**config.mk**
```make
export PLATFORM = sky130hd
export DESIGN_NAME = ics_recog
export DESIGN_NICKNAME = d
export VERILOG_FILES = /design/src/sv/ics_pkg.sv /design/src/sv/ics_recog.sv
export SDC_FILE = /design/constraint.sdc
export NUM_CORES = 1
export LEC_CHECK = 0
export ABC_AREA = 1
export CORE_MARGIN = 3
export CORE_UTILIZATION = 65
export DETAILED_ROUTE_END_ITERATION = 8
export DONT_BUFFER_PORTS = 1
export PLACE_DENSITY = 0.81
export RECOVER_POWER = 25
export SETUP_SLACK_MARGIN = 0.5
export SLEW_MARGIN = 20
export SYNTH_ARGS = -nofsm -noshare
export SYNTH_HDL_FRONTEND = slang
export SYNTH_SLANG_ARGS = --single-unit
```
**constraint.sdc**
```tcl
create_clock -name clk -period 1.7 [get_ports clk]
set_input_delay 0.34 -clock clk [delete_from_list [all_inputs] [get_ports clk]]
set_output_delay 0.34 -clock clk [all_outputs]
set_load 0.01 [all_outputs]
```
**src/sv/ics_pkg.sv**
```systemverilog
`default_nettype none

package ics_pkg;

  localparam logic [7:0] UNDERSCORE_CHAR = 8'h5F;

  // Character classes of one byte; a byte of 128 or above belongs to none
  typedef struct packed {
    logic lower;
    logic upper;
    logic digit;
    logic under;
  } char_class_t;

  typedef enum logic [2:0] {
    SN_START,
    SN_PRE1,
    SN_PRE2,
    SN_UNDER,
    SN_LETTER,
    SN_DIGITS,
    SN_REJECT
  } snake_phase_t;

  typedef enum logic [2:0] {
    UP_START,
    UP_UNDER,
    UP_LETTER,
    UP_DIGITS,
    UP_REJECT
  } upper_phase_t;

  typedef enum logic [2:0] {
    CA_START,
    CA_PRE1,
    CA_PRE2,
    CA_LOWER,
    CA_UPPER,
    CA_REJECT
  } camel_phase_t;

  typedef enum logic [1:0] {
    PA_START,
    PA_LOWER,
    PA_UPPER,
    PA_REJECT
  } pascal_phase_t;

  // Per-style pass flags, bit order matches the enable mask
  typedef struct packed {
    logic pascal;
    logic camel;
    logic upper_snake;
    logic snake;
  } style_hits_t;

endpackage : ics_pkg

`default_nettype wire

```
**src/sv/ics_recog.sv**
```systemverilog
`default_nettype none

module ics_recog (
  input  wire logic                 clk,
  input  wire logic                 rst_n,
  input  wire logic                 step,
  input  wire logic                 name_last,
  input  wire ics_pkg::char_class_t char_class,
  output ics_pkg::style_hits_t      hits
);
  import ics_pkg::*;

  snake_phase_t  snake_r,  snake_nxt;
  upper_phase_t  upper_r,  upper_nxt;
  camel_phase_t  camel_r,  camel_nxt;
  pascal_phase_t pascal_r, pascal_nxt;

  always_comb begin
    case (snake_r)
      SN_START: begin
        if (char_class.under) snake_nxt = SN_PRE1;
        else if (char_class.lower) snake_nxt = SN_LETTER;
        else snake_nxt = SN_REJECT;
      end
      SN_PRE1: begin
        if (char_class.under) snake_nxt = SN_PRE2;
        else if (char_class.lower) snake_nxt = SN_LETTER;
        else snake_nxt = SN_REJECT;
      end
      SN_PRE2, SN_UNDER: begin
        snake_nxt = char_class.lower ? SN_LETTER : SN_REJECT;
      end
      SN_LETTER: begin
        if (char_class.lower) snake_nxt = SN_LETTER;
        else if (char_class.under) snake_nxt = SN_UNDER;
        else if (char_class.digit) snake_nxt = SN_DIGITS;
        else snake_nxt = SN_REJECT;
      end
      SN_DIGITS: begin
        snake_nxt = char_class.digit ? SN_DIGITS : SN_REJECT;
      end
      default: snake_nxt = SN_REJECT;
    endcase
  end

  always_comb begin
    case (upper_r)
      UP_START, UP_UNDER: begin
        upper_nxt = char_class.upper ? UP_LETTER : UP_REJECT;
      end
      UP_LETTER: begin
        if (char_class.upper) upper_nxt = UP_LETTER;
        else if (char_class.under) upper_nxt = UP_UNDER;
        else if (char_class.digit) upper_nxt = UP_DIGITS;
        else upper_nxt = UP_REJECT;
      end
      UP_DIGITS: begin
        upper_nxt = char_class.digit ? UP_DIGITS : UP_REJECT;
      end
      default: upper_nxt = UP_REJECT;
    endcase
  end

  always_comb begin
    case (camel_r)
      CA_START: begin
        if (char_class.under) camel_nxt = CA_PRE1;
        else if (char_class.lower) camel_nxt = CA_LOWER;
        else camel_nxt = CA_REJECT;
      end
      CA_PRE1: begin
        if (char_class.under) camel_nxt = CA_PRE2;
        else if (char_class.lower) camel_nxt = CA_LOWER;
        else camel_nxt = CA_REJECT;
      end
      CA_PRE2: begin
        camel_nxt = char_class.lower ? CA_LOWER : CA_REJECT;
      end
      CA_LOWER: begin
        if (char_class.lower || char_class.digit) camel_nxt = CA_LOWER;
        else if (char_class.upper) camel_nxt = CA_UPPER;
        else camel_nxt = CA_REJECT;
      end
      CA_UPPER: begin
        if (char_class.upper || char_class.digit) camel_nxt = CA_UPPER;
        else if (char_class.lower) camel_nxt = CA_LOWER;
        else camel_nxt = CA_REJECT;
      end
      default: camel_nxt = CA_REJECT;
    endcase
  end

  always_comb begin
    case (pascal_r)
      PA_START: begin
        pascal_nxt = char_class.upper ? PA_UPPER : PA_REJECT;
      end
      PA_LOWER: begin
        if (char_class.lower || char_class.digit) pascal_nxt = PA_LOWER;
        else if (char_class.upper) pascal_nxt = PA_UPPER;
        else pascal_nxt = PA_REJECT;
      end
      PA_UPPER: begin
        if (char_class.upper || char_class.digit) pascal_nxt = PA_UPPER;
        else if (char_class.lower) pascal_nxt = PA_LOWER;
        else pascal_nxt = PA_REJECT;
      end
      default: pascal_nxt = PA_REJECT;
    endcase
  end

  // Flags of the state after the current byte
  always_comb begin
    hits.snake       = (snake_nxt != SN_REJECT);
    hits.upper_snake = (upper_nxt != UP_REJECT);
    hits.camel       = (camel_nxt != CA_REJECT);
    hits.pascal      = (pascal_nxt != PA_REJECT);
  end

  // Advance on each consumed byte; restart after the last byte of a name
  always_ff @(posedge clk) begin
    if (!rst_n) begin
      snake_r  <= SN_START;
      upper_r  <= UP_START;
      camel_r  <= CA_START;
      pascal_r <= PA_START;
    end else if (step) begin
      if (name_last) begin
        snake_r  <= SN_START;
        upper_r  <= UP_START;
        camel_r  <= CA_START;
        pascal_r <= PA_START;
      end else begin
        snake_r  <= snake_nxt;
        upper_r  <= upper_nxt;
        camel_r  <= camel_nxt;
        pascal_r <= pascal_nxt;
      end
    end
  end

endmodule : ics_recog

`default_nettype wire

```
* Yosys cells after proc, flatten, opt, wreduce, memory -nomap -nowiden
Index checks and enable logic that the tools add are counted.
** Cells by class
- Equal/unequal tests :: 18
- Reductions and logical operators :: 8
- Mux-type cells :: 28
** Operator list (count)
- $mux 3 :: 16
- $pmux 3 s5 :: 2
- $eq 3x2->1 const B :: 6
- $mux 2 :: 6
- $eq 3x1->1 const B :: 3
- $eq 3x3->1 const B :: 3
- $logic_not 3->1 :: 3
- $ne 3x3->1 const B :: 3
- $pmux 3 s3 :: 1
- $pmux 2 s3 :: 1
- $reduce_or 2->1 :: 2
- $eq 2x1->1 const B :: 1
- $eq 2x2->1 const B :: 1
- $logic_not 2->1 :: 1
- $logic_or 1x1->1 :: 2
- $mux 1 :: 2
- $ne 2x2->1 const B :: 1
** Storage, ports and cells
- Input port bits :: 8
- Word-level logic and storage cells :: 58
- Flip-flop bits (word level) :: 11

* Logic depth before layout (Yosys ltp)
- Word-level depth :: 5
- Depth in mapped cells :: 9
- Gate-level depth less buffers :: 9

* Least setup slack after synthesis
No wires, ideal clock.
- Path type :: reg-to-output
- Start :: register camel_r[2]
- End :: output hits[2] in the netlist's numbering
- Path buffers :: 0
- Setup slack :: 0.440 ns
- Stages on the path, launching flop included :: 9
- Arrival time :: 0.920 ns
- Cells stage by stage :: dfxtp_1 > inv_2 > nand2_2 > nor2_2 > nand2_1 > nand2_1 > nor2_1 > nand2_1 > nand2_1
** RTL lines
- start: declaration :: RTL line ics_recog.sv:15 : camel_phase_t camel_r, camel_nxt;
- start signal: assignment :: RTL line ics_recog.sv:136 : camel_r <= camel_nxt;
- end: declaration :: RTL line ics_recog.sv:9 : output ics_pkg::style_hits_t hits

==> flow_summary_export.csv <==
group,metric,value,unit
place,portBuffers,0,
sta,fmax,580,MHz
power,power_switching,0.280,mW
global_route,grt_pass1_wl,4500,um
cells_and_area,diodes,0,
sta,tightest_slew,0.596,ns
detailed_routing,drt_iter0_markers,154,
power,p_clk_share,29.0,%
sta,setup_ws,-0.0252,ns
detailed_routing,drc,0,
sta,slew_viol_final,0,
global_route,grt_max_degree,12,
global_route,antenna_found_initial,0,
detailed_routing,dr.pass1.iters,5,
clock_tree,cts_htree_levels,1,
power,power.density,634,mW/mm2
run_status,status,"complete, but fails checks",
cells_and_area,postLayoutCoreUtil,94.1,%
sta,fin_skew,0.00315,ns
place,hpwl,1500,um
sta,rsz0062_at_grt,"yes",
global_route,grt-ovfl-total,0,
sta,post-route-period-util,101,%
sta,period_needed,1.73,ns
clock_tree,numClockSinks,11,
clock_tree,cts.reportedPaths.clkPinSlew,0.09,ns
worst_setup_path,critPathLaunchType,"register",
floorplan,rows,12,
power,power_frac_seq,39.7,%
floorplan,dieHeight,43.0,um
floorplan,ios,12,
sta,hold_violations,0,
detailed_routing,wl_per_cell,21.5,um
logic_synthesis,synth_area_leaders,"dfxtp_1 (25%), nand2_1 (22%), nor2_1 (8.0%), nand3_1 (7.3%), a21oi_1 (5.6%)",
detailed_routing,num_vias,1312,
logic_synthesis,yosys.area.top_type,"dfxtp_1",
worst_setup_path,critical_path_class,"register to primary output",
place,finalWeightedCongestion,0.851,
global_route,grt_use_total,31.7,%
logic_synthesis,syn_area_per_cell,5.64,um2
power,sw_frac_of_total,39.1,%
logic_synthesis,synth_cell_types,22,
clock_tree,ctsLongestPathBuffers,2,
logic_synthesis,yosysSeqAreaShare,24.7,%
cells_and_area,final_cell_mix,"nand2_1 (46), nor2_1 (13), nand3_1 (13)",
floorplan,fp.dieW,43.0,um
cells_and_area,layout-area-overhead-vs-synth,26.8,%
clock_tree,cts_inserted_buffers,3,
floorplan,fp.dieArea,0.00185,mm2
sta,hold-worst-slack,0.346,ns
detailed_routing,vias_per_cell,7.09,
run_status,failed_checks,"negative setup slack",
logic_synthesis,yosysWarnings,0,
logic_synthesis,syn_nets,166,
worst_setup_path,cp.arrival,1.39,ns
power,leakagePower,0.527,nW
cells_and_area,drive_gt1_share,39.8,%
clock_tree,clk_latency,0.28,ns
logic_synthesis,synth_area,891,um2
power,power_frac_comb,31.3,%
cells_and_area,layout_commonest_cell,"nand2_1",
logic_synthesis,ys_ff_latch,11,
worst_hold_path,hold_path_class,"input pin to register",
clock_tree,cts-root-buf,"clkbuf_4",
global_route,grt_pass1_vias,994,
power,intPower,0.437,mW
worst_setup_path,end_kind,"primary output",
floorplan,coreArea,0.00120,mm2
detailed_routing,postRouteWirelength,3970,um
run,cap_viol_max_count,0,
logic_synthesis,syn_inst,158,
sta,setup_viol,1,
detailed_routing,ant_nets,0,
power,max-vdd-ir-drop,0.687,mV
cells_and_area,finalNetCount,180,
sta,slew_headroom,60.2,%
worst_setup_path,cp.required,1.36,ns
power,fin_total_pwr,0.717,mW
clock_tree,cts_tree,"built",
worst_setup_path,cp_max_fo,7,
logic_synthesis,synth_top_area_share,24.7,%
floorplan,initial_core_util,74.2,%
-- cells by family (layout without fill, tap and decap cells) --
logic type      after synthesis  after routing  share of synthesized area [%]
compound gates               20             20                           13.3
buf+inv                      26             39                           11.9
flops                        11             11                           24.7
simple gates                101            101                           50.0
-- power by group through the flow --
stage                     combinational, mW  sequential (mW)  clock [mW]
final                                 0.224            0.285       0.208
after global routing                  0.237            0.286       0.201
after CTS                             0.163            0.285       0.186
after detailed placement              0.138            0.293           0
after global placement                0.135            0.292           0
after floorplan                       0.123            0.288           0
-- cell usage after synthesis --
master / number
nand2_2: 1
o21ai_0: 2
nand2_1: 53
a21oi_1: 10
o211ai_1: 1
dfxtp_1: 11
buf_2: 1
a21oi_2: 4
o21ai_1: 2
nor3_2: 1
inv_1: 13
a31oi_1: 1
nand3b_1: 1
nor2_1: 19
nand3_1: 13
nor2_2: 6
buf_6: 1
inv_2: 9
nand3_2: 2
nand4_1: 3
clkbuf_1: 2
nor3_1: 2
-- per-layer routing --
metal	vias up	routed length [um]	global-route usage (%)
met5	-	0	0
met4	0	385	9.04
met3	61	642	5.51
met2	175	1640	52.7
met1	552	1300	41.8
li1	524	-	-
-- per-stage QoR --
| stage | setup slack [ns] | instance area [um2] | TNS [ns] | instances |
|---|---|---|---|---|
| 3_5_place_dp | 0.357 | 912 | 0 | 169 |
| 6_report | -0.0252 | 1130 | -0.0252 | 185 |
| 2_1_floorplan | 0.508 | 913 | 0 | 158 |
| 4_1_cts | 0.162 | 1020 | 0 | 180 |
| 3_3_place_gp | 0.387 | 912 | 0 | 169 |
| 5_1_grt | -0.0762 | 1130 | -0.0762 | 185 |
-- sequential cells by signal, summed over array words and instances, names as in the netlist --
signal	flops
camel_r	3
pascal_r	2
snake_r	3
upper_r	3
-- timing repair --
action / CTS / global route
setup buffers: 7 / 5
hold buffers: 0 / 0
setup endpoints to repair: 4 / 12
resized for setup: 18 / 25
pin swaps: 6 / 12
-- layout make-up --
| class | instances | area, um2 |
|---|---|---|
| multi-input cells | 121 | 633 |
| flip-flops and latches | 11 | 255 |
| repair buffers | 13 | 113 |
| inverters | 22 | 85.1 |
| fillers | 39 | 71.3 |
| clock buffers | 4 | 26.3 |
| well taps | 14 | 17.5 |
-- worst max-delay path: stages (launching register included) --
cell     delay, ns
dfxtp_4       0.42
inv_4         0.06
nand2_2       0.09
nor2_2        0.05
nand2_1       0.06
nand2_1       0.07
nor2_1        0.13
nand2_1       0.12
nand2_2       0.10
-- path summary, 6_finish.rpt --
kind,startpoint,to,slack [ns],cells after the start
worst max-delay path,camel_r[2]$_SDFFE_PN0P_,hits[2],-0.03,8
worst min-delay path,name_last,camel_r[0]$_SDFFE_PN0P_,0.35,3
worst max register to register,pascal_r[1]$_SDFFE_PN0P_,pascal_r[0]$_SDFFE_PN0P_,0.25,9
worst min register to register,pascal_r[0]$_SDFFE_PN0P_,pascal_r[0]$_SDFFE_PN0P_,0.53,2
Power figures use the tool's default switching activity.
